===== src/rtl/core/i2c_master_bit_sequencer_defines.svh =====
// Assertion macros shared by the I2C bit sequencer RTL.
// Depends on nothing; included by files that carry concurrent assertions.
`ifndef I2C_MASTER_BIT_SEQUENCER_DEFINES_SVH
`define I2C_MASTER_BIT_SEQUENCER_DEFINES_SVH

// Same-cycle implication, disabled while reset is high.
`define I2CMS_ASSERT_IMP(label, clk, rst, ante, cons) \
  label: assert property (@(posedge clk) disable iff (rst) (ante) |-> (cons)) \
    else $error("i2cms assertion failed");

// Next-cycle implication, disabled while reset is high.
`define I2CMS_ASSERT_NEXT(label, clk, rst, ante, cons) \
  label: assert property (@(posedge clk) disable iff (rst) (ante) |=> (cons)) \
    else $error("i2cms assertion failed");

`endif


===== src/rtl/core/i2cms_pkg.sv =====
// Types and constants of the I2C master bit sequencer.
// No dependencies; used by i2cms_seq and the top level.
package i2cms_pkg;

  typedef enum logic [3:0] {
    PH_IDLE,
    PH_RESTART,
    PH_START_A,
    PH_START_B,
    PH_WB_SETUP,
    PH_WB_HIGH,
    PH_WB_LOW,
    PH_RB_HIGH,
    PH_RB_LOW,
    PH_STOP_A,
    PH_STOP_B
  } phase_t;

  localparam logic [2:0] KIND_TICK        = 3'd0;
  localparam logic [2:0] KIND_START_WRITE = 3'd1;
  localparam logic [2:0] KIND_WRITE_BYTE  = 3'd2;
  localparam logic [2:0] KIND_END_WRITE   = 3'd3;
  localparam logic [2:0] KIND_START_READ  = 3'd4;
  localparam logic [2:0] KIND_READ_BYTE   = 3'd5;

  // 10-bit address header: 11110 A9 A8 R/W
  localparam logic [4:0] HDR10_PREFIX = 5'b11110;
  localparam logic [9:0] ADDR7_LIMIT  = 10'h080;
  localparam logic [3:0] BITS_PER_BYTE = 4'd8;

  typedef struct packed {
    phase_t      phase;
    logic [15:0] delay_count;
    logic [3:0]  bit_index;
    logic [7:0]  shift_byte;
    logic [7:0]  pending_low_byte;
    logic        pending_flag;
    logic [15:0] bytes_left;
    logic        bus_started;
    logic        ack_flag;
    logic [2:0]  active_command;
    logic        scl_level;
    logic        sda_level;
    logic        sda_drive;
  } seq_state_t;

  typedef struct packed {
    logic        scl_out;
    logic        sda_out;
    logic        sda_enable;
    logic        busy_res;
    logic        accepted;
    logic        done_res;
    logic        acked;
    logic        read_valid;
    logic [7:0]  read_data;
    logic [15:0] remaining;
  } result_t;

endpackage


===== src/rtl/core/i2cms_seq.sv =====
// Phase sequencer of the I2C master: state register plus one-step next-state logic.
// Depends on i2cms_pkg.
module i2cms_seq #(
  parameter int COUNT_MAX = 65535
) (
  input  logic                clk,
  input  logic                rst,
  input  logic                step,
  input  logic [2:0]          kind,
  input  logic [9:0]          address,
  input  logic [7:0]          data,
  input  logic [15:0]         count,
  input  logic                sda_in,
  input  logic [15:0]         delay,
  output i2cms_pkg::result_t  result
);

  localparam logic [15:0] CountMax = 16'(COUNT_MAX);

  i2cms_pkg::seq_state_t state;
  i2cms_pkg::seq_state_t state_next;

  logic                  do_enter;
  i2cms_pkg::phase_t     target;
  logic                  accepted;
  logic                  done_now;
  logic                  read_now;
  logic                  wbit;
  logic [7:0]            header;

  always_ff @(posedge clk) begin
    if (rst) begin
      state.phase            <= i2cms_pkg::PH_IDLE;
      state.delay_count      <= '0;
      state.bit_index        <= '0;
      state.shift_byte       <= '0;
      state.pending_low_byte <= '0;
      state.pending_flag     <= 1'b0;
      state.bytes_left       <= '0;
      state.bus_started      <= 1'b0;
      state.ack_flag         <= 1'b1;
      state.active_command   <= i2cms_pkg::KIND_TICK;
      state.scl_level        <= 1'b1;
      state.sda_level        <= 1'b1;
      state.sda_drive        <= 1'b1;
    end else if (step) begin
      state <= state_next;
    end
  end

  // header byte for a start command, R/W from the command kind
  always_comb begin
    if (address < i2cms_pkg::ADDR7_LIMIT) begin
      header = {address[6:0], kind == i2cms_pkg::KIND_START_READ};
    end else begin
      header = {i2cms_pkg::HDR10_PREFIX, address[9:8], kind == i2cms_pkg::KIND_START_READ};
    end
  end

  always_comb begin
    state_next = state;
    do_enter   = 1'b0;
    target     = i2cms_pkg::PH_IDLE;
    accepted   = 1'b0;
    done_now   = 1'b0;
    read_now   = 1'b0;
    wbit       = 1'b1;

    if (kind == i2cms_pkg::KIND_TICK) begin
      if (state.phase != i2cms_pkg::PH_IDLE) begin
        state_next.delay_count = state.delay_count + 16'd1;
        if (state_next.delay_count >= delay) begin
          unique case (state.phase)
            i2cms_pkg::PH_RESTART: begin
              do_enter = 1'b1;
              target   = i2cms_pkg::PH_START_A;
            end
            i2cms_pkg::PH_START_A: begin
              do_enter = 1'b1;
              target   = i2cms_pkg::PH_START_B;
            end
            i2cms_pkg::PH_START_B: begin
              state_next.bus_started = 1'b1;
              state_next.ack_flag    = 1'b1;
              state_next.bit_index   = '0;
              do_enter = 1'b1;
              target   = i2cms_pkg::PH_WB_SETUP;
            end
            i2cms_pkg::PH_WB_SETUP: begin
              do_enter = 1'b1;
              target   = i2cms_pkg::PH_WB_HIGH;
            end
            i2cms_pkg::PH_WB_HIGH: begin
              do_enter = 1'b1;
              target   = i2cms_pkg::PH_WB_LOW;
            end
            i2cms_pkg::PH_WB_LOW: begin
              if (state.active_command == i2cms_pkg::KIND_READ_BYTE) begin
                // master ACK/NACK bit just went out
                if (state.bytes_left > 16'd1) begin
                  state_next.bytes_left = state.bytes_left - 16'd1;
                  done_now = 1'b1;
                end else begin
                  state_next.bytes_left = '0;
                  do_enter = 1'b1;
                  target   = i2cms_pkg::PH_STOP_A;
                end
              end else begin
                state_next.bit_index = state.bit_index + 4'd1;
                do_enter = 1'b1;
                target   = (state_next.bit_index < i2cms_pkg::BITS_PER_BYTE) ?
                           i2cms_pkg::PH_WB_SETUP : i2cms_pkg::PH_RB_HIGH;
              end
            end
            i2cms_pkg::PH_RB_HIGH: begin
              if (state.active_command == i2cms_pkg::KIND_READ_BYTE) begin
                state_next.shift_byte = {state.shift_byte[6:0], sda_in};
              end else if (sda_in) begin
                state_next.ack_flag = 1'b0;
              end
              do_enter = 1'b1;
              target   = i2cms_pkg::PH_RB_LOW;
            end
            i2cms_pkg::PH_RB_LOW: begin
              if (state.active_command == i2cms_pkg::KIND_READ_BYTE) begin
                state_next.bit_index = state.bit_index + 4'd1;
                do_enter = 1'b1;
                target   = (state_next.bit_index < i2cms_pkg::BITS_PER_BYTE) ?
                           i2cms_pkg::PH_RB_HIGH : i2cms_pkg::PH_WB_SETUP;
              end else if (state.pending_flag) begin
                // second header byte of a 10-bit address
                state_next.shift_byte   = state.pending_low_byte;
                state_next.pending_flag = 1'b0;
                state_next.bit_index    = '0;
                do_enter = 1'b1;
                target   = i2cms_pkg::PH_WB_SETUP;
              end else begin
                if (state.active_command == i2cms_pkg::KIND_START_READ && !state.ack_flag) begin
                  state_next.bytes_left = '0;
                end
                done_now = 1'b1;
              end
            end
            i2cms_pkg::PH_STOP_A: begin
              do_enter = 1'b1;
              target   = i2cms_pkg::PH_STOP_B;
            end
            i2cms_pkg::PH_STOP_B: begin
              state_next.bus_started = 1'b0;
              done_now = 1'b1;
            end
            default: begin
              state_next.phase = i2cms_pkg::PH_IDLE;
            end
          endcase
        end
      end
    end else if (kind <= i2cms_pkg::KIND_READ_BYTE && state.phase == i2cms_pkg::PH_IDLE) begin
      accepted = 1'b1;
      state_next.active_command = kind;
      state_next.bit_index      = '0;
      do_enter = 1'b1;
      priority if (kind == i2cms_pkg::KIND_START_WRITE || kind == i2cms_pkg::KIND_START_READ) begin
        state_next.shift_byte = header;
        if (address < i2cms_pkg::ADDR7_LIMIT) begin
          state_next.pending_flag = 1'b0;
        end else begin
          state_next.pending_low_byte = address[7:0];
          state_next.pending_flag     = 1'b1;
        end
        if (kind == i2cms_pkg::KIND_START_READ) begin
          state_next.bytes_left = (count > CountMax) ? CountMax : count;
        end
        target = state.bus_started ? i2cms_pkg::PH_RESTART : i2cms_pkg::PH_START_A;
      end else if (kind == i2cms_pkg::KIND_WRITE_BYTE) begin
        state_next.shift_byte   = data;
        state_next.pending_flag = 1'b0;
        target = i2cms_pkg::PH_WB_SETUP;
      end else if (kind == i2cms_pkg::KIND_END_WRITE) begin
        target = i2cms_pkg::PH_STOP_A;
      end else begin
        state_next.shift_byte = '0;
        target = i2cms_pkg::PH_RB_HIGH;
      end
    end

    if (done_now) begin
      state_next.phase       = i2cms_pkg::PH_IDLE;
      state_next.delay_count = '0;
      read_now = (state_next.active_command == i2cms_pkg::KIND_READ_BYTE);
    end

    // bit driven in a write-bit phase: data MSB first, or ACK/NACK on a read
    if (state_next.active_command == i2cms_pkg::KIND_READ_BYTE) begin
      wbit = !(state_next.bytes_left > 16'd1);
    end else begin
      wbit = state_next.shift_byte[3'd7 - state_next.bit_index[2:0]];
    end

    if (do_enter) begin
      state_next.phase       = target;
      state_next.delay_count = '0;
      unique case (target)
        i2cms_pkg::PH_RESTART: begin
          state_next.sda_drive = 1'b1;
          state_next.sda_level = 1'b1;
          state_next.scl_level = 1'b1;
        end
        i2cms_pkg::PH_START_A: begin
          state_next.sda_drive = 1'b1;
          state_next.sda_level = 1'b0;
        end
        i2cms_pkg::PH_START_B: state_next.scl_level = 1'b0;
        i2cms_pkg::PH_WB_SETUP: begin
          state_next.sda_drive = 1'b1;
          state_next.sda_level = wbit;
        end
        i2cms_pkg::PH_WB_HIGH: state_next.scl_level = 1'b1;
        i2cms_pkg::PH_WB_LOW:  state_next.scl_level = 1'b0;
        i2cms_pkg::PH_RB_HIGH: begin
          state_next.sda_drive = 1'b0;
          state_next.sda_level = 1'b1;
          state_next.scl_level = 1'b1;
        end
        i2cms_pkg::PH_RB_LOW: state_next.scl_level = 1'b0;
        i2cms_pkg::PH_STOP_A: begin
          state_next.sda_drive = 1'b1;
          state_next.sda_level = 1'b0;
          state_next.scl_level = 1'b1;
        end
        i2cms_pkg::PH_STOP_B: state_next.sda_level = 1'b1;
        default: state_next.phase = i2cms_pkg::PH_IDLE;
      endcase
    end
  end

  always_comb begin
    result.scl_out    = state_next.scl_level;
    result.sda_out    = state_next.sda_level;
    result.sda_enable = state_next.sda_drive;
    result.busy_res   = (state_next.phase != i2cms_pkg::PH_IDLE);
    result.accepted   = accepted;
    result.done_res   = done_now;
    result.acked      = state_next.ack_flag;
    result.read_valid = read_now;
    result.read_data  = read_now ? state_next.shift_byte : 8'd0;
    result.remaining  = state_next.bytes_left;
  end

endmodule


===== src/rtl/core/i2c_master_bit_sequencer.sv =====
// I2C master bit sequencer: top level with config register and output item register.
// Depends on i2cms_pkg, i2cms_seq and i2c_master_bit_sequencer_defines.svh.
//
// Usage:
//  - Input channel (in_valid/in_stall): one item per command or tick. kind 0 is
//    a tick that advances the current bus phase; kinds 1..5 are commands, taken
//    only while idle (accepted=0 in the result otherwise). kinds 6, 7 do nothing.
//  - Output channel (out_valid/out_stall): exactly one result item per input
//    item, in order: pin levels after the item, busy/done/acked, read byte.
//  - cfg_we/cfg_wdata write delay_ticks (ticks per bus phase, 0 acts as 1);
//    write it only while the block is idle.
//  - The result item is registered and appears in the cycle after the input item is taken.
//  - Throughput: one item per clock when not stalled; the sequencer step is
//    one pass of next-state logic between the phase and output registers.
//  - Stall: while out_stall holds a waiting result, in_stall is raised and the
//    result is held; as soon as the result is taken a new item can enter the
//    same cycle.
//  - Reset (rst, synchronous): sequencer state idle with SCL and SDA high and
//    SDA driven, ack flag set, delay_ticks = 1, no result pending.
`include "i2c_master_bit_sequencer_defines.svh"

module i2c_master_bit_sequencer #(
  parameter int COUNT_MAX = 65535
) (
  input  logic        clk,
  input  logic        rst,

  input  logic        cfg_we,
  input  logic [15:0] cfg_wdata,

  input  logic        in_valid,
  output logic        in_stall,
  input  logic [2:0]  kind,
  input  logic [9:0]  address,
  input  logic [7:0]  data,
  input  logic [15:0] count,
  input  logic        sda_in,

  output logic        out_valid,
  input  logic        out_stall,
  output logic        scl_out,
  output logic        sda_out,
  output logic        sda_enable,
  output logic        busy_res,
  output logic        accepted,
  output logic        done_res,
  output logic        acked,
  output logic        read_valid,
  output logic [7:0]  read_data,
  output logic [15:0] remaining
);

  logic [15:0]        delay_ticks;
  logic [15:0]        delay_eff;
  logic               in_take;
  i2cms_pkg::result_t step_result;
  i2cms_pkg::result_t result;

  always_ff @(posedge clk) begin
    if (rst) begin
      delay_ticks <= 16'd1;
    end else if (cfg_we) begin
      delay_ticks <= cfg_wdata;
    end
  end

  // a zero delay behaves as one tick per phase
  assign delay_eff = (delay_ticks == 16'd0) ? 16'd1 : delay_ticks;

  // the output register frees up in the same cycle its item is taken
  assign in_stall = out_valid && out_stall;
  assign in_take  = in_valid && !in_stall;

  i2cms_seq #(
    .COUNT_MAX (COUNT_MAX)
  ) u_seq (
    .clk     (clk),
    .rst     (rst),
    .step    (in_take),
    .kind    (kind),
    .address (address),
    .data    (data),
    .count   (count),
    .sda_in  (sda_in),
    .delay   (delay_eff),
    .result  (step_result)
  );

  always_ff @(posedge clk) begin
    if (rst) begin
      out_valid <= 1'b0;
    end else if (in_take) begin
      out_valid <= 1'b1;
    end else if (!out_stall) begin
      out_valid <= 1'b0;
    end
  end

  // payload: no reset needed
  always_ff @(posedge clk) begin
    if (in_take) begin
      result <= step_result;
    end
  end

  assign scl_out    = result.scl_out;
  assign sda_out    = result.sda_out;
  assign sda_enable = result.sda_enable;
  assign busy_res   = result.busy_res;
  assign accepted   = result.accepted;
  assign done_res   = result.done_res;
  assign acked      = result.acked;
  assign read_valid = result.read_valid;
  assign read_data  = result.read_data;
  assign remaining  = result.remaining;

  `I2CMS_ASSERT_NEXT(a_take_gives_result, clk, rst, in_valid && !in_stall, out_valid)
  `I2CMS_ASSERT_IMP(a_read_implies_done, clk, rst, out_valid && read_valid, done_res && !busy_res)
  `I2CMS_ASSERT_IMP(a_accept_not_done, clk, rst, out_valid && accepted, busy_res && !done_res)
  `I2CMS_ASSERT_IMP(a_read_data_zero, clk, rst, out_valid && !read_valid, read_data == 8'd0)

endmodule

===== config.mk =====
export PLATFORM = sky130hd
export DESIGN_NAME = i2c_master_bit_sequencer
export DESIGN_NICKNAME = d
export VERILOG_FILES = /design/src/rtl/core/i2cms_pkg.sv /design/src/rtl/core/i2cms_seq.sv /design/src/rtl/core/i2c_master_bit_sequencer.sv
export VERILOG_INCLUDE_DIRS = /design/src /design/src/rtl/core
export SDC_FILE = /design/constraint.sdc
export NUM_CORES = 1
export LEC_CHECK = 0
export ABC_AREA = 1
export ABC_CLOCK_PERIOD_IN_PS = 6600
export BUFFER_PORTS_ARGS = -buffer_cell sky130_fd_sc_hd__buf_2
export CAP_MARGIN = 15
export CORE_ASPECT_RATIO = 0.75
export CORE_UTILIZATION = 30
export DETAILED_ROUTE_END_ITERATION = 6
export SYNTH_ARGS = -nofsm -noshare
export SYNTH_HDL_FRONTEND = slang
export SYNTH_SLANG_ARGS = --single-unit

===== constraint.sdc =====
create_clock -name clk -period 6.6 [get_ports clk]
set_clock_uncertainty 0.15 [all_clocks]
set_input_delay 1.32 -clock clk [delete_from_list [all_inputs] [get_ports clk]]
set_output_delay 1.32 -clock clk [all_outputs]
set_load 0.01 [all_outputs]

Word level (Yosys, flattened, before mapping)
Index checks and enable logic that the tools add are counted.
{ "word_totals": {"word_cells": 195, "in_bits": 59, "ff_bits": 114, "output_inout_bits": 34} }
{ "classes": {"n_addsub": 4, "eq_ne": 35, "magnitude_cmp": 8, "n_mux": 89, "bitwise": 2, "reduce_logical": 31} }
{ "ops": {"columns": ["op", "count"], "rows": [
  ["2-to-1 mux 16 bit", 8],
  ["2-to-1 mux 8 bit", 8],
  ["2-to-1 mux 20 bit", 3],
  ["2-to-1 mux 4 bit", 15],
  ["2-to-1 mux 19 bit", 2],
  ["2-to-1 mux 37 bit", 1],
  ["2-to-1 mux 12 bit", 3],
  ["one-hot mux 4 bit (9 select lines)", 1],
  ["2-to-1 mux 17 bit", 2],
  ["== test 4 x 3 -> 1 bit, second input constant", 8],
  ["> comparator 16 x 1 -> 1 bit, second input constant", 2],
  ["2-to-1 mux 32 bit", 1],
  ["one-hot mux 16 bit (2 select lines)", 1],
  ["2-to-1 mux 1 bit", 27],
  ["== test 4 bit, second input constant", 6],
  ["OR reduction 10 bit", 2],
  ["adder 16 x 1 -> 16 bit, second input constant", 1],
  ["== test 4 x 2 -> 1 bit, second input constant", 4],
  [">= comparator 16 bit", 1],
  ["> comparator 16 bit, second input constant", 1],
  ["logical NOT 16 bit", 1],
  ["one-hot mux 8 bit (2 select lines)", 1],
  ["subtractor 16 x 1 -> 16 bit, second input constant", 1],
  ["AND reduction 7 bit", 2],
  ["other kinds (36)", 67]
]} }

Depth between registers and ports, before layout
{ "depth": {"ltp_word": 14, "ltp_mapped": 30, "depth_no_buf": 30} }

Cells and area by module
From an unflattened synthesis, not the netlist that was laid out.
{ "hier_totals": {"cells_unflattened": 1229, "hier_area_um2": 8086.5} }
{ "by_module_without_submodules": {"columns": ["mod", "cells_each", "area_per_inst_um2", "seq_area_each_um2", "instances"], "rows": [
  ["i2cms_seq", 1091, 6413.7, 1301.2, 1],
  ["i2c_master_bit_sequencer", 138, 1672.9, 1301.2, 1]
]} }

Worst setup path after synthesis
Ideal clock, no wire load.
{ "synth_path": {"path_type": "reg2reg", "startpoint": "register u_seq.state[47] (netlist bit)", "endpoint": "register result (netlist bit sda_out) (data pin)", "stages_incl_launch_ff": 28, "setup_ns": 0.255, "slack_ns": 2.612, "n_path_buf": 0, "period_less_slack_ns": 3.988, "required_ns": 6.195, "arrival_time_ns": 3.583, "cell_sequence": "dfxtp_1 > nand2_1 > nor2_2 > nand3_1 > nor3b_1 > nand3_1 > nor2_1 > nand2_1 > nor2_1 > nand3_1 > xnor2_2 > ha_1 > nand2_1 > nor3_1 > nand2_2 > nand2_4 > nand2_2 > nor2_1 > nand2_1 > nand2_2 > inv_4 > nand2_2 > inv_1 > nand2_1 > nand3_2 > nor3_2 > nand2_1 > and2_1"} }
{ "synth_rtl": {"columns": ["item", "line", "text"], "rows": [
  ["from (decl)", "i2cms_seq.sv:20", "i2cms_pkg::seq_state_t state;"],
  ["from (signal assigned)", "i2cms_seq.sv:47", "state <= state_next;"],
  ["to (signal assigned)", "i2c_master_bit_sequencer.sv:102", "result <= step_result;"],
  ["to (decl)", "i2c_master_bit_sequencer.sv:57", "i2cms_pkg::result_t result;"]
]} }

==> results.md <==
- Status: finished clean
- Worst setup endpoint: sda_out$_DFFE_PP_
- Mean Syn Cell Area: 6.67 sq um
- Mean routed wirelength per cell: 15.5 um
- Clock root buffer: clkbuf_16
- Clock Tree Buf Depth: 2
- Number of post-CTS setup repair buffers: 0
- Hold Crit Class: reg2reg
- Buffers on Ports: 92
- Detailed Place HPWL: 18.0 mm
- Final hold viol count: 0
- GRT Util Overall: 0.188
- Static Leak: 4.15 nW
- Reg2Reg Setup Slack: 1.73 ns
- Clk network pwr share: 0.429
- Yosys top cell by area: dfxtp_1
- Switching pwr: 688 uW
- Data arrival, critical path: 4.90 ns
- Non-Filler Instances: 1600
- Ant. Diodes: 0
- Synth top area cells: dfxtp_1, nand2_1, edfxtp_1
- Setup Total Neg Slack: 0 ns
- Detailed Route Iter0 Violations: 703
- Yosys top cell area share: 0.209
- RSZ-0062 raised after global routing: no
- Worst skew pair latency: 0.42 ns
- Flop pwr share: 0.366
- Initial antenna violation count: 0
- CTS H-tree lvls: 4
- Leading register cell type out of synthesis: dfxtp_1
- Peak VDD IR: 0.165 mV
- Die X-Extent: 189 um
- FFs w/ async S/R, synth: 0
- CP startpoint: u_seq.state[45]$_SDFFE_PP0P_
- Global route total overflow: 0
- Final setup vio count: 0
- Fmax: 0.205 GHz
- Sw Share: 0.312
- Die area: 26800 sq um
- Core Util, Final: 0.362
- Final wirelength: 24.8 mm
- IO Pins: 93
- Post-CTS Hold Buffers: 0
- FF-to-FF path depth: 27
- Post-Place Cells: 1567
- Synth cell types: 52
- Num CTS Buffers: 17
- Final min period: 4.87 ns
- Clk pin slew, worst setup/hold paths: 0.06 ns
- Syn Inst Count: 1175
- Mapped Nets: 1254
- CTS tree: yes
- Req. time, crit path: 6.63 ns
- Clock Sinks: 114
- P&R area growth vs syn: 16.8%
- Core area: 25300 sq um
- Number of synthesized flops with an enable pin: 32
- PostCTS Resize Cnt: 0
- Nature of the critical path endpoint: flip-flop
- Total power: 2.21 mW
- Synth Register Bits: 114
- First-pass GRT wire length: 39.5 mm
- Max cap viols: 0
- Vias in the first global route: 7185
- Critical path class: reg2reg
- Rel. slew slack: 0.323
- Critical-path maximum fanout: 21
- Worst-Margin Slew: 1.01 ns
- Rows: 50
- Total of warnings raised by yosys: 0
- FF-to-FF Start: u_seq.state[45]$_SDFFE_PP0P_
- Internal power: 1.52 mW
- Vias per cell: 4.90
- Pwr dens: 241 nW/um^2
- Most common cell in the netlist: nand2_1
- Final Cycle Share: 0.738
- Vias: 7835
- Synthesized cell area: 7840 sq um
- Combinational share of power: 0.205
- First drt pass iteration count: 6
- Slew Limit Fails: 0
- Fin nets: 1328
- GPL Wtd Cong: 0.937
- Largest net degree at the start of global routing: 79
- Initial Util: 0.310
- CP startpoint kind: flip-flop
- R2r endpoint: sda_out$_DFFE_PP_
- DRC errors left: 0
- Synth top cells by count: nand2_1, inv_1, o21ai_0, nor2_1, nand3_1
- Fraction of layout cells with a size suffix above 1: 0.179
- Sequential-to-total area share from yosys stat: 0.332
- Post-route ant nets: 0
- Die height: 142 um
cell families after synthesis:
logic type | share of synthesized area
DFF | 0.332
buffers and inverters | 0.105
AOI/OAI and AO/OA | 0.180
adders and majority gates | 0.0319
and+or+nand+nor | 0.329
xor gates and xnor gates | 0.0222
area by class of cell:
| cell class | count | area [sq um] |
|---|---|---|
| multi-input cells | 860 | 4420 |
| well taps | 338 | 423 |
| repair buffers | 97 | 502 |
| fillers | 2699 | 16100 |
| inverters | 159 | 604 |
| clock buffers | 24 | 503 |
| flip-flops and latches | 114 | 2600 |
| clock inverters | 8 | 97.6 |
routing by layer:
layer / global-route usage / part of all wire
met1: 0.285 / 0.51
met2: 0.267 / 0.40
met4: 0.0441 / 0.011
met3: 0.0390 / 0.076
met5: 0 / 0
placed cells by master, fill, tap and decap left out, types with 19 or more instances in the layout:
| cell type | synthesis | final |
|---|---|---|
| a21oi_1 | 84 | 84 |
| o21ai_1 | 19 | 19 |
| inv_2 | 22 | 22 |
| nand2_2 | 26 | 26 |
| dfxtp_1 | 82 | 82 |
| ha_1 | 20 | 20 |
| buf_2 | 11 | 92 |
| o21ai_0 | 97 | 97 |
| edfxtp_1 | 32 | 32 |
| nor2_1 | 96 | 95 |
| nand3_1 | 88 | 88 |
| inv_1 | 133 | 133 |
| nand2_1 | 299 | 299 |
worst max-delay path, stage by stage, from the launching register on:
cell and delay (ns):
dfxtp_1 0.36, inv_1 0.08, nor2_2 0.14, nand3_1 0.12, nor3b_1 0.34, nand3_1 0.18, nor2_1 0.22, nand2_1 0.08
nor2_1 0.17, nand3_1 0.14, xnor2_2 0.17, ha_1 0.30, nand2_1 0.08, nor3_1 0.22, nand2_2 0.19, nand2_4 0.29
nand2_2 0.12, nor2_1 0.34, nand2_1 0.12, nand2_2 0.14, inv_4 0.06, nand2_2 0.08, inv_1 0.04, nand2_1 0.06
nand3_2 0.09, nor3_2 0.12, nand2_1 0.08, and2_1 0.15
flip-flops by register name, summed over array words and instances, names as in the netlist, 8 cells and up:
| name | cells |
|---|---|
| delay_ticks | 16 |
| remaining | 16 |
| read_data | 8 |
| u_seq.state | 65 |
how the worst min path moves through the flow:
stage | end | slack (ns) | from | depth (start not counted)
2_1_floorplan | delay_ticks[0]$_SDFFE_PP1P_ | 0.28 | delay_ticks[0]$_SDFFE_PP1P_ | 2
3_3_place_gp | u_seq.state[44]$_SDFFE_PP0P_ | 0.30 | u_seq.state[44]$_SDFFE_PP0P_ | 2
3_5_place_dp | u_seq.state[44]$_SDFFE_PP0P_ | 0.30 | u_seq.state[44]$_SDFFE_PP0P_ | 2
4_1_cts | u_seq.state[44]$_SDFFE_PP0P_ | 0.31 | u_seq.state[44]$_SDFFE_PP0P_ | 2
5_1_grt | u_seq.state[2]$_SDFFE_PP1P_ | 0.34 | u_seq.state[2]$_SDFFE_PP1P_ | 2
6_report | u_seq.state[44]$_SDFFE_PP0P_ | 0.31 | u_seq.state[44]$_SDFFE_PP0P_ | 2
power by group through the flow:
stage                     combinational (mW)  sequential (mW)  clock (mW)
after floorplan                        0.302            0.819           0
after global placement                 0.442            0.821           0
after detailed placement               0.443            0.820           0
after CTS                              0.445            0.807       0.960
after global routing                   0.506            0.813       0.992
final                                  0.452            0.807       0.948
stage by stage:
stage | cell area (sq um) | hold WS, ns | setup slack (ns)
floorplan | 7840 | 0.280 | 2.61
global placement | 8540 | 0.296 | 1.89
detailed placement | 8540 | 0.302 | 1.77
CTS | 9140 | 0.310 | 1.74
global route | 9150 | 0.344 | 1.28
finish | 9150 | 0.309 | 1.73
No activity file was read; power rests on OpenSTA's default activity.
